===== src/hw/rtl/bvt_div.sv =====
// pipelined restoring divider for quotients known to fit in QW bits
module bvt_div #(
    parameter int VW    = 32,
    parameter int QW    = 16,
    parameter int STEPS = 2,
    localparam int NS   = QW / STEPS
) (
    input  logic             clk,
    input  logic [NS-1:0]    en,
    input  logic [VW+QW-1:0] num,
    input  logic [VW-1:0]    dvsr,
    output logic [QW-1:0]    quo
);

    logic [VW-1:0] pr_s   [NS];
    logic [QW-1:0] lo_s   [NS];
    logic [VW-1:0] dv_s   [NS];
    logic [QW-1:0] q_s    [NS];
    logic [VW-1:0] pr_reg [NS-1];
    logic [QW-1:0] lo_reg [NS-1];
    logic [VW-1:0] dv_reg [NS-1];
    logic [QW-1:0] q_reg  [NS];

    // upper part of the dividend is already below the divisor
    assign pr_s[0] = num[VW+QW-1:QW];
    assign lo_s[0] = num[QW-1:0];
    assign dv_s[0] = dvsr;
    assign q_s[0]  = '0;

    for (genvar k = 0; k < NS; k++)
    begin : g_stage
        logic [VW-1:0] pr_w;
        logic [QW-1:0] lo_w;
        logic [QW-1:0] q_w;

        always_comb
        begin
            logic [VW:0] t;
            pr_w = pr_s[k];
            lo_w = lo_s[k];
            q_w  = q_s[k];
            for (int s = 0; s < STEPS; s++)
            begin
                t = {pr_w, lo_w[QW-1]};
                if (t >= {1'b0, dv_s[k]})
                begin
                    pr_w = VW'(t - {1'b0, dv_s[k]});
                    q_w  = {q_w[QW-2:0], 1'b1};
                end
                else
                begin
                    pr_w = t[VW-1:0];
                    q_w  = {q_w[QW-2:0], 1'b0};
                end
                lo_w = {lo_w[QW-2:0], 1'b0};
            end
        end

        always_ff @(posedge clk)
        begin
            if (en[k])
            begin
                q_reg[k] <= q_w;
            end
        end

        if (k < NS - 1)
        begin : g_link
            always_ff @(posedge clk)
            begin
                if (en[k])
                begin
                    pr_reg[k] <= pr_w;
                    lo_reg[k] <= lo_w;
                    dv_reg[k] <= dv_s[k];
                end
            end
            assign pr_s[k+1] = pr_reg[k];
            assign lo_s[k+1] = lo_reg[k];
            assign dv_s[k+1] = dv_reg[k];
            assign q_s[k+1]  = q_reg[k];
        end
    end

    assign quo = q_reg[NS-1];

endmodule


===== config.mk =====
export PLATFORM = sky130hd
export DESIGN_NAME = bvt_div
export DESIGN_NICKNAME = d
export VERILOG_FILES = /design/src/hw/rtl/bvt_div.sv
export SDC_FILE = /design/constraint.sdc
export NUM_CORES = 2
export LEC_CHECK = 0
export BUFFER_PORTS_ARGS = -buffer_cell sky130_fd_sc_hd__clkbuf_2
export CORE_ASPECT_RATIO = 1.75
export CORE_MARGIN = 10
export CORE_UTILIZATION = 30
export CTS_CLUSTER_DIAMETER = 40
export DETAILED_ROUTE_END_ITERATION = 7
export PLACE_DENSITY = 0.54
export SETUP_SLACK_MARGIN = 0.1
export SLEW_MARGIN = 10
export SYNTH_ARGS = -nofsm -noshare
export SYNTH_HDL_FRONTEND = slang
export SYNTH_SLANG_ARGS = --single-unit
export TNS_END_PERCENT = 10

===== constraint.sdc =====
create_clock -name clk -period 17.8 [get_ports clk]
set_input_delay 3.56 -clock clk [delete_from_list [all_inputs] [get_ports clk]]
set_output_delay 3.56 -clock clk [all_outputs]
set_load 0.02 [all_outputs]

; ---- After elaboration in Yosys (flattened, before gate mapping)
; Memory sizes are Yosys's and may differ from the RTL's.
; Cells that the tools add are included.
[totals]
regBits = 0
ramBits = 674
out_inout_bits = 16
memories = 4
[mem_list]
columns = memory, words, width, read_ports, rd_clocked_by_memory_dff, wr, line
row1 = dv_reg, 7, 32, 7, 0, 7, 21  ; logic [VW-1:0] dv_reg [NS-1];
row2 = pr_reg, 7, 32, 7, 0, 7, 19  ; logic [VW-1:0] pr_reg [NS-1];
row3 = q_reg, 8, 16, 8, 0, 8, 22  ; logic [QW-1:0] q_reg [NS];
row4 = lo_reg, 7, 14, 7, 0, 7, 20  ; logic [QW-1:0] lo_reg [NS-1];
[op_classes]
addsub = 15
magnitude_cmp = 16
mux = 47
[ops]
columns = cell, count
row1 = >= comparator 33 x 32 -> 1 bit, 16
row2 = 2-to-1 mux 32 bit, 15
row3 = subtractor 32 bit, 15
row4 = 2-to-1 mux 1 bit, 32

; ---- Depth between registers and ports, before layout
; An unclocked memory read counts as a cell.
[logic_depth]
word_depth = 5
mapped_depth = 29
mapped_depth_nobuf = 25

; ---- Worst setup path before layout
; OpenSTA, ideal clock, no wires.
[synth_timing]
path_kind = input -> register
start = input port dvsr[1]
end = memory pr_reg[0][23], data pin
t_arrival_ps = 8788
slack_ps = 8752
stages = 23
path_cell_list = inv_1 -> ha_1 -> a21oi_1 -> o21ai_0 -> a21boi_1 -> o31ai_1 -> o21ba_2 -> a31oi_1 -> clkbuf_1 -> o21ai_0 -> ha_1 -> nor2b_1 -> o21ai_0 -> a21boi_0 -> o31ai_1 -> a31oi_1 -> a31oi_1 -> o311a_1 -> a21oi_1 -> nor3_1 -> inv_1 -> clkbuf_1 -> mux2_2
[synth_rtl]
columns = element, line
row1 = from (decl), 11  ; input logic [VW-1:0] dvsr,
row2 = to (decl), 19

==> results.cfg <==
[cts]
post-cts-setup-buffer-count = 0
cts_hold_buf = 0
clkTransAtPathRegs_ns = 0.05
cts_made_buffers = 85
clockBufferDepth = 3
clock_latency_ns = 0.68
clock-root-buffer = clkbuf_16
cts_sinks = 576
cts.repair.resized = 0
cts_tree = yes
h-tree-depth = 3

[finish]
final_cells = 7327
drive_above_1_share = 0.109
multi_input_comb_area_um2 = 29100
postLayoutCoreUtil = 0.338
fill_cells = 16510
nets = 5808
syn_to_final_growth_pct = 12.0
seqCellArea_um2 = 17300
diodes = 0

[logic_synthesis]
synth_edf_count = 576
synth.avg_cell_area_um2 = 9.55
yosys_warnings = 0
syn_nets = 5697
synth_area_um2 = 48500
ys_types = 87
synth_seq_cells = 576
yosysSeqAreaShare = 0.356
synthFlopType = edfxtp_1
async_reset_ff_frac = 0
syn_inst = 5081

[timing]
min_period_ns = 9.69
max_slew.worst_pin.slew_ns = 1.21
period_share = 0.544
maxSlewHeadroom = 0.173
setup_viol = 0
maxSlewViolCount = 0
hold_viol_final = 0
rsz0062_at_grt = no
clock-skew-final_ns = 0.0431
setup_tns_ns = 0
max_freq_mhz = 103

[critical_path]
worstPathMaxFanout = 51
cp.arrival_ns = 10.08
rrSetupSlack_ns = 8.99
endpoint = pr_reg[0][2]
cp-start-kind = primary input
reg2regPathDepth = 23
critPathLaunch = dvsr[3]
end_kind = flop
crit_type = primary input to flop
r2r_end = pr_reg[4][23]
required_ns = 18.19
r2r-start = dv_reg[3][1]

[global_route]
grt_max_degree = 65
antenna_found_initial = 5
grt-ovfl-total = 0
grt_pass1_wl_mm = 208
grtUsageTotal = 0.146
grt_pass1_vias = 39765

[route]
dr_total_vias = 37932
first_pass_iters = 5
ant_nets = 0
vias_per_cell = 5.18
wl_per_cell_um = 18.3
drt_iter0_drc = 1297
postRouteWirelength_mm = 134
drc = 0

[floorplanning]
fp.dieH_um = 552
row_count = 195
die_x_um = 324
boundaryPins = 105
dieArea_um2 = 179000
core-area_um2 = 161000
initial_core_util = 0.301

[placed_design]
dp.cells = 7173
gp_congestion = 0.909
dp_hpwl_mm = 113
portBuffers = 104

[flow_run]
max-cap-violations = 0

[worst_hold_path]
hp-class = flop to flop
min_delay_path_depth = 0

[run_status]
status = finished clean
[cell usage after synthesis, types with 16 or more instances]
cell type / n / share of area
a211o_1: 20 / 0.0036
a211oi_1: 48 / 0.0074
a21o_1: 270 / 0.042
a21oi_1: 429 / 0.044
a31oi_1: 56 / 0.0072
and2_1: 19 / 0.0024
and3_1: 49 / 0.0063
and4_1: 16 / 0.0029
clkbuf_1: 92 / 0.0071
edfxtp_1: 576 / 0.36
ha_1: 512 / 0.13
inv_1: 432 / 0.033
mux2_1: 30 / 0.0070
mux2_2: 225 / 0.052
mux2i_1: 22 / 0.0045
nand2_1: 379 / 0.029
nand2b_1: 44 / 0.0057
nand3_1: 110 / 0.011
nand4_1: 81 / 0.010
nor2_1: 254 / 0.020
nor2b_1: 53 / 0.0068
nor3_1: 73 / 0.0075
nor4_1: 31 / 0.0040
o211ai_1: 37 / 0.0057
o21a_1: 73 / 0.011
o21ai_0: 330 / 0.034
o21bai_1: 71 / 0.011
o31a_1: 16 / 0.0029
o31ai_1: 26 / 0.0040
or2_2: 24 / 0.0031
or3_1: 21 / 0.0027
xnor2_1: 261 / 0.047
xor2_1: 129 / 0.023
[worst max-delay path, cell delays in order]
cell and delay, ns:
clkbuf_2 0.09, inv_1 0.07, ha_1 0.34, a21o_1 0.20, a21oi_1 0.12, o21ai_0 0.21
a21boi_1 0.35, o31ai_1 0.13, buf_4 0.18, o21ba_2 0.28, a31oi_4 0.13, buf_4 0.44
o21ai_0 0.29, ha_1 0.40, nor2b_1 0.17, o21ai_0 0.12, a21boi_0 0.34, o31ai_1 0.18
a31oi_1 0.49, a31oi_1 0.15, buf_4 0.19, o311a_1 0.36, a21oi_1 0.14, nor3_1 0.07
buf_4 0.17, inv_1 0.06, buf_4 0.37, mux2_2 0.39
[worst min-delay path by stage]
stage / endpoint / startpoint
after global placement: q_reg[1][59] / q_reg[1][41]
final: lo_reg[2][11] / lo_reg[1][9]
after floorplan: lo_reg[1][10] / lo_reg[0][8]
after global routing: lo_reg[2][11] / lo_reg[1][9]
after detailed placement: lo_reg[1][3] / lo_reg[0][1]
after CTS: lo_reg[2][11] / lo_reg[1][9]
[placed cells by master, fill, tap and decap left out, drive strengths merged, types with 12 or more instances in the layout]
cell type / n
mux2i: 22
nor2b: 53
and3: 49
o31ai: 26
nand2b: 44
o21a: 73
o31a: 16
nand4: 82
a21oi: 430
ha: 512
a211oi: 48
xor2: 129
nor4: 32
o211ai: 37
fa: 15
xnor2: 261
o21bai: 71
and2: 19
clkinv: 23
a211o: 20
a21o: 270
o21ai: 333
and4: 16
nor2: 254
nand3: 110
a31oi: 56
a21boi: 18
or3: 21
clkbuf: 189
nand3b: 12
inv: 460
mux2: 261
edfxtp: 576
nor3: 73
or2: 24
a311oi: 14
buf: 46
nand2: 379
[stage by stage]
stage / instance area [µm²] / hold slack [ns] / setup slack, ns
after global routing: 54400 / 0.378 / 7.73
final: 54400 / 0.379 / 8.11
after global placement: 51500 / 0.402 / 7.50
after CTS: 54400 / 0.364 / 8.16
after floorplan: 48500 / 0.400 / 8.75
after detailed placement: 51500 / 0.405 / 7.51
[cells by family after synthesis]
| kind of cell | synth area share |
|---|---|
| AO/OA/AOI/OAI | 0.205 |
| XOR/XNOR | 0.0704 |
| adder cells (fa/ha/maj) | 0.138 |
| buffers and inverters | 0.0439 |
| flip-flops | 0.356 |
| multiplexers | 0.0656 |
| AND/OR/NAND/NOR | 0.121 |
[layer usage]
| metal | track usage | wire length (µm) | share of wire | up-vias |
|---|---|---|---|---|
| li1 | - | - | - | 19147 |
| met1 | 0.126 | 44900 | 0.34 | 17721 |
| met2 | 0.292 | 73300 | 0.55 | 681 |
| met3 | 0.0164 | 3370 | 0.025 | 377 |
| met4 | 0.121 | 12200 | 0.091 | 6 |
| met5 | 0 | 45 | 0.00034 | - |
[final cells by class]
type / count / area share
inverters: 437 / 0.0302
flip-flops and latches: 576 / 0.318
clock buffers: 92 / 0.0396
repair buffers: 143 / 0.0153
well taps: 2068 / 0.0476
multi-input cells: 3949 / 0.536
clock inverters: 62 / 0.0130
Power is not shown: default switching activity piles up to over one toggle a cycle in this logic, so the estimate is an artifact.
