[src/hw/rtl/bvt_isqrt.sv]
// pipelined digit-by-digit integer square root, floor result
module bvt_isqrt #(
    parameter int W     = 64,
    parameter int STEPS = 2,
    localparam int RW   = W / 2,
    localparam int NS   = RW / STEPS
) (
    input  logic          clk,
    input  logic [NS-1:0] en,
    input  logic [W-1:0]  rad,
    output logic [RW-1:0] root
);

    logic [W-1:0]  rad_s    [NS];
    logic [RW:0]   rem_s    [NS];
    logic [RW-1:0] root_s   [NS];
    logic [W-1:0]  rad_reg  [NS-1];
    logic [RW:0]   rem_reg  [NS];
    logic [RW-1:0] root_reg [NS];

    assign rad_s[0]  = rad;
    assign rem_s[0]  = '0;
    assign root_s[0] = '0;

    for (genvar k = 0; k < NS; k++)
    begin : g_stage
        logic [W-1:0]  rd_w;
        logic [RW:0]   rm_w;
        logic [RW-1:0] rt_w;

        always_comb
        begin
            logic [RW+2:0] cand;
            logic [RW+2:0] trial;
            rd_w = rad_s[k];
            rm_w = rem_s[k];
            rt_w = root_s[k];
            for (int s = 0; s < STEPS; s++)
            begin
                cand  = {rm_w, rd_w[W-1:W-2]};
                trial = {1'b0, rt_w, 2'b01};
                if (cand >= trial)
                begin
                    rm_w = (RW+1)'(cand - trial);
                    rt_w = {rt_w[RW-2:0], 1'b1};
                end
                else
                begin
                    rm_w = cand[RW:0];
                    rt_w = {rt_w[RW-2:0], 1'b0};
                end
                rd_w = {rd_w[W-3:0], 2'b00};
            end
        end

        always_ff @(posedge clk)
        begin
            if (en[k])
            begin
                rem_reg[k]  <= rm_w;
                root_reg[k] <= rt_w;
            end
        end

        if (k < NS - 1)
        begin : g_link
            always_ff @(posedge clk)
            begin
                if (en[k])
                begin
                    rad_reg[k] <= rd_w;
                end
            end
            assign rad_s[k+1]  = rad_reg[k];
            assign rem_s[k+1]  = rem_reg[k];
            assign root_s[k+1] = root_reg[k];
        end
    end

    assign root = root_reg[NS-1];

endmodule

[config.mk]
export PLATFORM = sky130hd
export DESIGN_NAME = bvt_isqrt
export DESIGN_NICKNAME = d
export VERILOG_FILES = /design/src/hw/rtl/bvt_isqrt.sv
export SDC_FILE = /design/constraint.sdc
export NUM_CORES = 2
export LEC_CHECK = 0
export ABC_AREA = 1
export BUFFER_PORTS_ARGS = -buffer_cell sky130_fd_sc_hd__buf_2
export CAP_MARGIN = 25
export CORE_MARGIN = 8
export CORE_UTILIZATION = 55
export DETAILED_ROUTE_END_ITERATION = 10
export HOLD_SLACK_MARGIN = 0.12
export PLACE_DENSITY_LB_ADDON = 0.15
export SKIP_LAST_GASP = 1
export SLEW_MARGIN = 20
export SYNTH_ARGS = -nofsm -noshare
export SYNTH_HDL_FRONTEND = slang
export SYNTH_SLANG_ARGS = --single-unit
[constraint.sdc]
create_clock -name clk -period 7.7 [get_ports clk]
set_input_delay 1.54 -clock clk [delete_from_list [all_inputs] [get_ports clk]]
set_output_delay 1.54 -clock clk [all_outputs]
set_load 0.02 [all_outputs]
---- Yosys cells after proc, flatten, opt, wreduce, memory -nomap -nowiden ----
Memories as Yosys holds them, arrays and structs flattened.
Index checks and enable logic that the tools add are counted.
word-level totals
  memory bits (writable) .................. 1,940
  word-level logic and storage cells ...... 163
  register bits after elaboration ......... 0
  output and inout bits ................... 32
  memories kept ........................... 3
  input port bits ......................... 81
memory list
  memory    words  bits a word  rd ports  clocked after Yosys merged registers in  write ports  RTL line  source
  rad_reg   15     60           15        0                                        15           17        logic [W-1:0] rad_reg [NS-1];
  rem_reg   16     33           15        0                                        16           18        logic [RW:0] rem_reg [NS];
  root_reg  16     32           16        0                                        16           19        logic [RW-1:0] root_reg [NS];
cells by class
  add/subtract/negate cells ............... 32
  muxes and demuxes ....................... 96
  $lt $le $gt $ge ......................... 32
operators by type and width
  kind                                                                   count
  33-bit two-way mux                                                     32
  35-bit by 34-bit >= comparator with 1-bit output                       30
  33-bit subtractor                                                      30
  1-bit two-way mux                                                      64
  35-bit by 3-bit >= comparator with 1-bit output                        1
  33-bit by 3-bit subtractor with 33-bit output                          1
  2-bit by 1-bit subtractor with 3-bit output, second input constant     1
  2-bit by 1-bit >= comparator with 1-bit output, second input constant  1

---- Depth between registers and ports, before layout ----
An unclocked memory read counts as a cell.
  word-level depth ........................ 5
  gate-level depth with buffers ........... 33
  gate-level depth less buffers ........... 31

---- Least setup slack after synthesis ----
Ideal clock, no wire load.
  path type ............................... reg-to-reg
  from .................................... memory rem_reg[1][15] (netlist name)
  to ...................................... memory rem_reg[1][54] (netlist name), data pin
  path buffers ............................ 3
  required time ........................... 7.439 ns
  clock period less this slack ............ 4.402 ns
  library setup time ...................... 0.261 ns
  path slack .............................. 3.298 ns
  arrival ................................. 4.141 ns
  stages on the path, launching flop included .. 29
  path through ............................ edfxtp_1 -> ha_1 -> nand2_1 -> nor2_2 -> inv_1 -> nor2_2 -> nand3b_1 -> nand3_1 -> nand2_1 -> nand2_1 -> buf_2 -> clkinv_1 -> clkbuf_1 -> nand2_1 -> o21ai_0 -> ha_1 -> nand2_1 -> nor2_1 -> inv_1 -> nor3_1 -> nand3_1 -> o21ai_0 -> nand2_1 -> nand2_1 -> nor2_1 -> nand2_1 -> buf_2 -> nand3_1 -> xor2_1
RTL lines
  item                RTL line
  start: declaration  18

==> run_results.csv <==
group,metric,value,unit
yosys,syn-cell-area,91100,µm²
timing,fin_ws,1.28,ns
layout,final_cell_mix,"3445 x nand2_1, 1634 x inv_1, 1257 x nor2_1, 1223 x edfxtp_1, 798 x nand3_1",
worst_setup_path,startpoint_type,"register",
placed_design,io_buffer_count,112,
layout,nets,12800,
yosys,synth_edf_count,1223,
timing,period_share,83.3,%
layout,antenna_cells,0,
status,status,"complete, no violations",
placed_design,place_ws,1.47,ns
yosys,synthFlopType,"edfxtp_1",
worst_setup_path,path_class,"register to register",
placed_design,gp_congestion,1.05,
power_and_ir_drop,cellPowerDensity,343,nW/µm²
timing,rsz0062_at_grt,"no",
clock_network,clock-sinks,1223,
clock_network,cts_tree,"yes",
drt,drcViolationCount,0,
drt,wire_per_inst,20.3,µm
die,ioPinCount,113,
worst_setup_path,arrival,6.92,ns
global_routing,grt_overflow,0,
clock_network,insertion_delay,0.81,ns
drt,antenna_left,0,
clock_network,post-cts-setup-buffer-count,0,
layout,layout-drive-gt1-share,5.33,%
clock_network,clk_pin_slew,0.06,ns
run,maxCapViolCount,0,
yosys,synth.ff_latch_count,1223,
die,core_area,165000,µm²
clock_network,cts_buffers,140,
global_routing,antenna_found_initial,3,
worst_hold_path,min_path_cells,0,
drt,firstDrtPassIters,9,
die,rows,149,
timing,hold_viol,0,
worst_hold_path,hold_class,"register to register",
die,die_w,423,µm
drt,vias,82900,
worst_setup_path,timing.rr.end,"rem_reg[1][73]",
timing,tns,0,ns
worst_setup_path,end_kind,"register",
clock_network,h-tree-depth,4,
clock_network,ctsHoldBuffers,0,
clock_network,cts_root_buf,"clkbuf_16",
timing,tightest_slew,0.952,ns
die,die_area,179000,µm²
yosys,async_flop_share,0,%
die,die_height,423,µm
worst_hold_path,hold_start,"rad_reg[0][467]",
global_routing,grt_first_pass_wirelength,443000,µm
worst_setup_path,crit_fanout,41,
clock_network,ctsResizeCount,0,
layout,mostFrequentLayoutCell,"nand2_1",
worst_setup_path,reg2reg_depth,24,
timing,max_freq,156,MHz
timing,fin_skew,0.0366,ns
drt,finalWirelength,294000,µm
worst_setup_path,rrSetupSlack,1.28,ns
placed_design,hpwl,238000,µm
yosys,synth_cell_type_count,71,
timing,setup_viol,0,
layout,final-instance-count-excl-fill,14500,
yosys,yosysWarnings,0,
layout,largest_register_ffs,480,
worst_hold_path,hold_end,"rad_reg[1][51]",
worst_setup_path,required,8.21,ns
drt,viasPerCell,5.73,
yosys,netlist.area_leader.share,40.3,%
timing,slew_viol_final,0,
drt,drt-initial-drc-count,8829,
yosys,synth_area_leaders,"edfxtp_1 40%, nand2_1 14%, ha_1 7.6%",
yosys,synthCells,12000,
power_and_ir_drop,peakVddDrop,0.000309,V
yosys,syn_area_per_cell,7.58,µm²
global_routing,grt_pass1_vias,77100,
layout,syn_to_final_growth,8.31,%
worst_setup_path,timing.rr.start,"root_reg[1][48]",
placed_design,dp.cells,14200,
yosys,synth.yosys.seq_area_share,40.3,%
global_routing,grt_util_all_layers,31.4,%
timing,slew_headroom,35.8,%
die,start_util,55.3,%
global_routing,grt_max_degree,80,
power_and_ir_drop,leakagePower,43.5,nW
yosys,synth_top_area_cell,"edfxtp_1",
timing,finalCriticalPeriod,6.42,ns
clock_network,cts_buffer_depth,3,
-- through the flow --
step	hold WS, ns	power (mW)	utilization (%)	instance area [µm²]
finish	0.411	33.9	59.9	98600
global route	0.416	36.1	59.9	98600
CTS	0.411	33.6	59.8	98500
detailed placement	0.405	26.4	56.9	93700
global placement	0.400	26.3	56.9	93700
floorplan	0.400	21.5	-	91100
-- power by group --
part / internal [mW] / switching (mW) / total (mW)
combinational: 5.50 / 11.5 / 17.0
clock: 4.08 / 2.93 / 7.01
sequential: 8.92 / 0.941 / 9.86
total: 18.5 / 15.4 / 33.9
-- Yosys cell counts (all sizes together), types with 3 or more instances --
library cell  count
buf              90
nand3           828
o221a             3
nor4             34
clkbuf           46
o21a             41
a211oi           11
and3             19
a31o              9
nand3b           52
nor2           1331
o2111ai           5
o21ai           750
o211ai           16
ha              556
xnor2           284
a31oi            36
edfxtp         1223
nor3b             3
a21o             44
nand2          3484
a21oi           715
nand4           213
nor3            178
o21bai           51
o31ai             3
inv            1671
o31a              4
or2              31
and2             17
xor2            231
a21boi           21
-- routing by layer --
layer  part of all wire [%]  vias to the layer above  global-route usage [%]
met5                      0                        -                       0
met4                    5.0                        0                    14.1
met3                    8.0                      648                    4.89
met2                     45                     3575                    49.9
met1                     42                    38500                    42.4
li1                       -                    40200                       -
-- kinds of logic (layout without fill, tap and decap cells) --
kind of cell / Yosys count / count (layout) / share of synthesized area (%)
AND/OR/NAND/NOR: 6195 / 6195 / 28.7
adder cells (fa/ha/maj): 556 / 556 / 7.64
AO/OA/AOI/OAI: 1718 / 1718 / 10.4
buffers and inverters: 1809 / 2071 / 7.91
XOR/XNOR: 515 / 515 / 4.96
other: 1 / 2 / 0.00412
flip-flops: 1223 / 1223 / 40.3
-- critical path, stage by stage, from the launching register on --
cell      delay (ns)
edfxtp_1        0.53
inv_1           0.26
ha_1            0.42
a21oi_1         0.39
inv_1           0.08
nor2_1          0.11
nand2_1         0.07
inv_1           0.05
nand2_1         0.11
nand2_1         0.15
nand2_1         0.09
inv_2           0.43
o21ai_0         0.39
ha_1            0.49
nand2_1         0.15
nor2_1          0.17
inv_1           0.10
nor2_1          0.15
nand4_1         0.09
o21ai_0         0.57
nand3_1         0.24
nand3_2         0.44
inv_2           0.40
nand2_1         0.14
o21ai_1         0.09
-- worst max-delay path by stage --
stage          cells past startpoint  slack [ns]              from         endpoint
2_1_floorplan                     28        3.30    rem_reg[1][15]   rem_reg[1][54]
3_3_place_gp                      22        1.57  root_reg[1][119]  rem_reg[1][144]
3_5_place_dp                      23        1.47  root_reg[1][109]  rem_reg[1][144]
4_1_cts                           23        1.43  root_reg[1][109]  rem_reg[1][144]
5_1_grt                           23        1.03   root_reg[1][48]   rem_reg[1][73]
6_report                          24        1.28   root_reg[1][48]   rem_reg[1][73]
-- layout make-up --
| type | instances | area [µm²] |
|---|---|---|
| clock inverter | 95 | 1240 |
| sequential | 1223 | 36700 |
| multi-input combinational | 8986 | 47100 |
| tap | 2189 | 2740 |
| timing repair buffer | 142 | 907 |
| clock buffer | 161 | 3580 |
| fill | 15000 | 66000 |
| inverter | 1673 | 6290 |
Note: power is estimated with default switching activity, not from simulation.
