===== config.mk =====
export PLATFORM = sky130hd
export DESIGN_NAME = bvt_delay
export DESIGN_NICKNAME = d
export VERILOG_FILES = /design/src/hw/rtl/bvt_delay.sv
export SDC_FILE = /design/constraint.sdc
export NUM_CORES = 1
export LEC_CHECK = 0
export ABC_AREA = 1
export ABC_CLOCK_PERIOD_IN_PS = 800
export BUFFER_PORTS_ARGS = -buffer_cell sky130_fd_sc_hd__buf_2
export CAP_MARGIN = 10
export CORE_MARGIN = 1
export CORE_UTILIZATION = 40
export DETAILED_ROUTE_END_ITERATION = 7
export PLACE_DENSITY = 0.66
export REMOVE_ABC_BUFFERS = 1
export SLEW_MARGIN = 20
export SYNTH_ARGS = -nofsm -noshare
export SYNTH_HDL_FRONTEND = slang
export SYNTH_SLANG_ARGS = --single-unit

===== constraint.sdc =====
create_clock -name clk -period 0.8 [get_ports clk]
set_input_delay 0.08 -clock clk [delete_from_list [all_inputs] [get_ports clk]]
set_output_delay 0.08 -clock clk [all_outputs]
set_load 0.005 [all_outputs]

===== src/hw/rtl/bvt_delay.sv =====
// delay line with per-stage load enables, keeps side data aligned with the pipeline
module bvt_delay #(
    parameter int W = 8,
    parameter int N = 2
) (
    input  logic         clk,
    input  logic [N-1:0] en,
    input  logic [W-1:0] d,
    output logic [W-1:0] q
);

    logic [W-1:0] sr_reg [N];

    always_ff @(posedge clk)
    begin
        if (en[0])
        begin
            sr_reg[0] <= d;
        end
        for (int k = 1; k < N; k++)
        begin
            if (en[k])
            begin
                sr_reg[k] <= sr_reg[k-1];
            end
        end
    end

    assign q = sr_reg[N-1];

endmodule


# After elaboration in Yosys (flattened, before gate mapping)
# Memories as Yosys holds them, arrays and structs flattened.
# Index checks and enable logic that the tools add are counted.
# word_totals
register_bits,0
ram_bits,16
word_cells,5
mem_count,1
# classes
muxes,4
# mem_list
memory,depth,word_bits,rd,rd_clocked_by_memory_dff,write_ports,line,source
sr_reg,2,8,2,0,2,12,logic [W-1:0] sr_reg [N];
# op_table
op,n
$mux W1,4

# Depth between registers and ports, before layout
# Gate-level depths: netlist of the first run.
# logic_depth
ltp_word,2
depth_mapped,1
ltp_nobuf,0

# Least setup slack after synthesis of the first run
# No wires, ideal clock.
# synth_timing
path_type,reg-to-reg
from,mem sr_reg[0][2]
to,"mem sr_reg[1][2] (netlist: sr_reg[0][10]), data pin"
t_arrival_ps,323
required_ps,534
slack_ps,211
stages_incl_launch_ff,1
n_path_buf,0
cell_sequence,edfxtp_1
# synth_rtl
item,line
start: declaration,12

==> flow_summary.yaml, run 1 <==
critical_path:
  worst_setup_path_end_kind: "output port"
  cp.required_ns: 0.72
  path_cells: "buf_2"
  start_kind: "flip-flop"
  critPathTopFamily: "flip-flops"
  slowest_stage: "edfxtp_1"
  critPathBufInv: 1
  cpPeakStageDelay_ns: 0.37
  cp_max_fo: 1
  cp.arrival_ns: 0.76
  criticalPathCategory: "reg2out"
outcome:
  status: "finished, violations left"
  violations: "setup timing"
detailed_routing:
  firstDrtPassIters: 2
  avgViaCountPerCell: 4.41
  vias: 260
  detail-route-antenna-nets: 0
  drc_errors: 0
  totalWireLength_um: 662
  wl_per_cell_um: 11.2
  drt_iter0_drc: 2
power:
  p_int_mw: 1.23
  p_seq_share_pct: 68.5
  switching_power_mw: 0.246
  ir_worst_vdd_uv: 1180
  comb_power_share_pct: 6.5
  cellPowerDensity_nw_per_um2: 2130
  netSwitchingFraction_pct: 16.7
  p_leak_nw: 0.275
  clkPwrFrac_pct: 25.0
cts:
  postCtsSetupBuffers: 0
  cts_root_buf: "clkbuf_4"
  tritoncts: "built"
  clock_sinks: 16
  clk_latency_ns: 0.26
  cts_buffer_depth: 2
  clkTransAtPathRegs_ns: 0.08
  cts_buffers: 3
  htree_levels: 1
layout:
  largest_reg_flops: 16
  nMultiInputCombCells: 0
  mostFrequentLayoutCells: "buf_2, edfxtp_1, dlygate4sd3_1"
  syn2layout_area_growth_pct: 27.8
  multi_input_area_um2: 0
  final_common_cell: "buf_2"
  diodes: 0
  nets: 58
  fillers: 89
  drive_above_1_share_pct: 46.7
  final-instance-count-excl-fill: 59
sta:
  final_hold_viol_count: 0
  final.setup.worst_slack_ns: -0.0432
  worst_pin_slew_ns: 0.173
  period_share_pct: 105
  fmax_mhz: 1190
  hold_slack_ns: 0.134
  drv_slew: 0
  slew_headroom_pct: 88.4
  fin_worst_skew_ns: 0.00207
  fin_setup_tns_ns: -0.248
  min_period_ns: 0.843
  rsz0062_at_grt: "yes"
  setup_viol: 8
yosys:
  ys_seq_elements: 16
  yosys_warnings: 0
  ys_seq_area_share_pct: 88.9
  ys_types: 2
  syn_inst: 24
  synth_area_per_cell_um2: 22.5
  syn_area_um2: 541
floorplanning:
  initial_core_util_pct: 45.6
  ios: 19
  die_x_um: 38.8
  die_y_um: 38.8
  coreArea_um2: 1190
  dieArea_um2: 1500
  num_rows: 12
global_routing:
  antenna_found_initial: 0
  grt_max_degree: 9
  grt_pass1_vias: 271
  gr-total-overflow: 0
  grt_pass1_wl_um: 1010
  grt_usage_pct: 11.2
worst_hold_path:
  hp-class: "in2reg"
place:
  dp_cells: 48
  io_buffers: 18
  place_congestion: 0.621
run:
  drv_cap: 0
-- per-stage QoR --
stage | total power, mW | cell area [µm²] | setup WS (ns) | utilization [%]
floorplan | 1.03 | 480 | 0.211 | -
global placement | 1.08 | 588 | 0.205 | 49.6
detailed placement | 1.10 | 588 | 0.158 | 49.6
CTS | 1.49 | 681 | -0.0637 | 57.4
global route | 1.54 | 691 | -0.0905 | 58.2
finish | 1.47 | 691 | -0.0432 | 58.2
-- synth_stat cells --
cell type,n,area share (%)
edfxtp_1,16,89
buf_4,8,11
-- power groups by stage --
| stage | Combinational (mW) | Clock (mW) | Sequential, mW |
|---|---|---|---|
| 5_1_grt | 0.104 | 0.424 | 1.01 |
| 2_1_floorplan | 0 | 0 | 1.03 |
| 3_5_place_dp | 0.0657 | 0 | 1.03 |
| 6_report | 0.0953 | 0.368 | 1.01 |
| 4_1_cts | 0.0912 | 0.385 | 1.01 |
| 3_3_place_gp | 0.0623 | 0 | 1.02 |
-- layer usage --
| metal | global-route usage [%] | wire [µm] | up-vias |
|---|---|---|---|
| li1 | - | - | 123 |
| met1 | 8.33 | 193 | 119 |
| met2 | 23.8 | 397 | 18 |
| met3 | 1.73 | 71 | 0 |
| met4 | 7.76 | 0 | 0 |
| met5 | 0 | 0 | - |
-- worst paths after layout --
check / startpoint / to / slack [ns] / depth (start not counted)
max: sr_reg[0][11]$_DFFE_PP_ / q[3] / -0.04 / 1
min: en[1] / sr_reg[0][14]$_DFFE_PP_ / 0.13 / 1
max reg2reg: sr_reg[0][7]$_DFFE_PP_ / sr_reg[0][15]$_DFFE_PP_ / 0.16 / 0
min reg2reg: sr_reg[0][1]$_DFFE_PP_ / sr_reg[0][9]$_DFFE_PP_ / 0.43 / 0
-- cells by family after synthesis --
logic type / count (synthesis) / share of synthesized area (%)
flops: 16 / 88.9
buf+inv: 8 / 11.1
-- what timing repair did --
| item | in CTS | in global routing |
|---|---|---|
| hold buffers | 7 | 1 |
| resized for setup | 0 | 0 |
| endpoints found under the setup margin | 8 | 8 |
| hold endpoints to repair | 7 | 1 |
-- layout make-up --
class	instances	area, µm²	area share (%)
well taps	14	17.5	2.54
flip-flops and latches	16	480	69.6
clock buffers	3	22.5	3.26
repair buffers	26	170	24.6
(Power assumes the default switching activity.)
==> run 2, diff against run 1 <==
--- a/config.mk
+++ b/config.mk
@@ -14,6 +14,7 @@
 export DETAILED_ROUTE_END_ITERATION = 7
 export PLACE_DENSITY = 0.66
 export REMOVE_ABC_BUFFERS = 1
+export SKIP_CTS_REPAIR_TIMING = 1
 export SLEW_MARGIN = 20
 export SYNTH_ARGS = -nofsm -noshare
 export SYNTH_HDL_FRONTEND = slang
==> flow_summary.yaml, run 2 (same netlist as run 1, synthesis figures left out) <==
detailed_routing:
  avgViaCountPerCell: 4.39
  firstDrtPassIters: 2
  wl_per_cell_um: 11.0
  drt_iter0_drc: 7
  drc_errors: 0
  detail-route-antenna-nets: 0
  vias: 259
  totalWireLength_um: 648
critical_path:
  path_cells: "buf_2"
  cpPeakStageDelay_ns: 0.37
  slowest_stage: "edfxtp_1"
  worst_setup_path_end_kind: "output port"
  start_kind: "flip-flop"
  criticalPathCategory: "reg2out"
  critPathBufInv: 1
  cp.arrival_ns: 0.76
  critPathTopFamily: "flip-flops"
  cp_max_fo: 1
  cp.required_ns: 0.72
sta:
  hold_slack_ns: 0.133
  final_hold_viol_count: 0
  slew_headroom_pct: 88.8
  min_period_ns: 0.843
  drv_slew: 0
  worst_pin_slew_ns: 0.168
  fin_setup_tns_ns: -0.250
  rsz0062_at_grt: "yes"
  final.setup.worst_slack_ns: -0.0430
  fmax_mhz: 1190
  fin_worst_skew_ns: 0.00240
  period_share_pct: 105
  setup_viol: 8
global_routing:
  grt_pass1_wl_um: 869
  gr-total-overflow: 0
  antenna_found_initial: 0
  grt_usage_pct: 9.74
  grt_max_degree: 9
  grt_pass1_vias: 221
place:
  dp_cells: 48
  place_congestion: 0.621
  placed_area_um2: 588
  io_buffers: 18
run:
  drv_cap: 0
outcome:
  violations: "setup timing"
  status: "finished, violations left"
floorplanning:
  dieArea_um2: 1500
  num_rows: 12
  die_x_um: 38.8
  die_y_um: 38.8
  ios: 19
  initial_core_util_pct: 45.6
  coreArea_um2: 1190
layout:
  diodes: 0
  syn2layout_area_growth_pct: 27.8
  mostFrequentLayoutCells: "buf_2, edfxtp_1, dlygate4sd3_1"
  final_common_cell: "buf_2"
  largest_reg_flops: 16
  final_core_util_pct: 58.2
  fillers: 94
  final-instance-count-excl-fill: 59
  final_cell_area_um2: 691
  nMultiInputCombCells: 0
  multi_input_area_um2: 0
  drive_above_1_share_pct: 46.7
  nets: 58
cts:
  htree_levels: 1
  cts_root_buf: "clkbuf_4"
  cts_buffers: 3
  clkTransAtPathRegs_ns: 0.08
  tritoncts: "built"
  clock_sinks: 16
  cts_buffer_depth: 2
  clk_latency_ns: 0.26
power:
  cellPowerDensity_nw_per_um2: 2130
  p_leak_nw: 0.275
  ir_worst_vdd_uv: 1190
worst_hold_path:
  hp-class: "in2reg"
## run 2: cell counts in the layout (fill, tap and decap cells not counted)
Identical to the previous run, type by type.
## run 2: metrics by stage
step                      total power [mW]  worst slack, ns
final                                 1.47          -0.0430
after global routing                  1.55          -0.0905
after CTS                             1.46          -0.0637
after detailed placement              1.10            0.158
after global placement                1.08            0.205
after floorplan                       1.03            0.211
## run 2: path summary, 6_finish.rpt
path / from / to / slack (ns) / cells after the start
setup / recovery: sr_reg[0][11]$_DFFE_PP_ / q[3] / -0.04 / 1
hold / removal: en[1] / sr_reg[0][14]$_DFFE_PP_ / 0.13 / 1
setup reg to reg: sr_reg[0][7]$_DFFE_PP_ / sr_reg[0][15]$_DFFE_PP_ / 0.14 / 0
hold reg to reg: sr_reg[0][1]$_DFFE_PP_ / sr_reg[0][9]$_DFFE_PP_ / 0.43 / 0
## run 2: layout make-up
class | instances | area [µm²] | area share, %
clock buffers | 3 | 22.5 | 3.26
repair buffers | 26 | 170 | 24.6
flip-flops and latches | 16 | 480 | 69.6
well taps | 14 | 17.5 | 2.54
## run 2: routing by layer
layer | wire (µm) | share of wire, % | track usage [%] | vias to the layer above
met5 | 0 | 0 | 0 | -
li1 | - | - | - | 124
met2 | 396 | 61 | 18.8 | 18
met1 | 184 | 28 | 8.33 | 117
met4 | 0 | 0 | 7.76 | 0
met3 | 67 | 10 | 1.73 | 0
## run 2: power by group
part / internal (mW) / total [mW] / switching, mW
Sequential: 0.993 / 1.01 / 0.0158
Clock: 0.174 / 0.369 / 0.195
Combinational: 0.0590 / 0.0944 / 0.0354
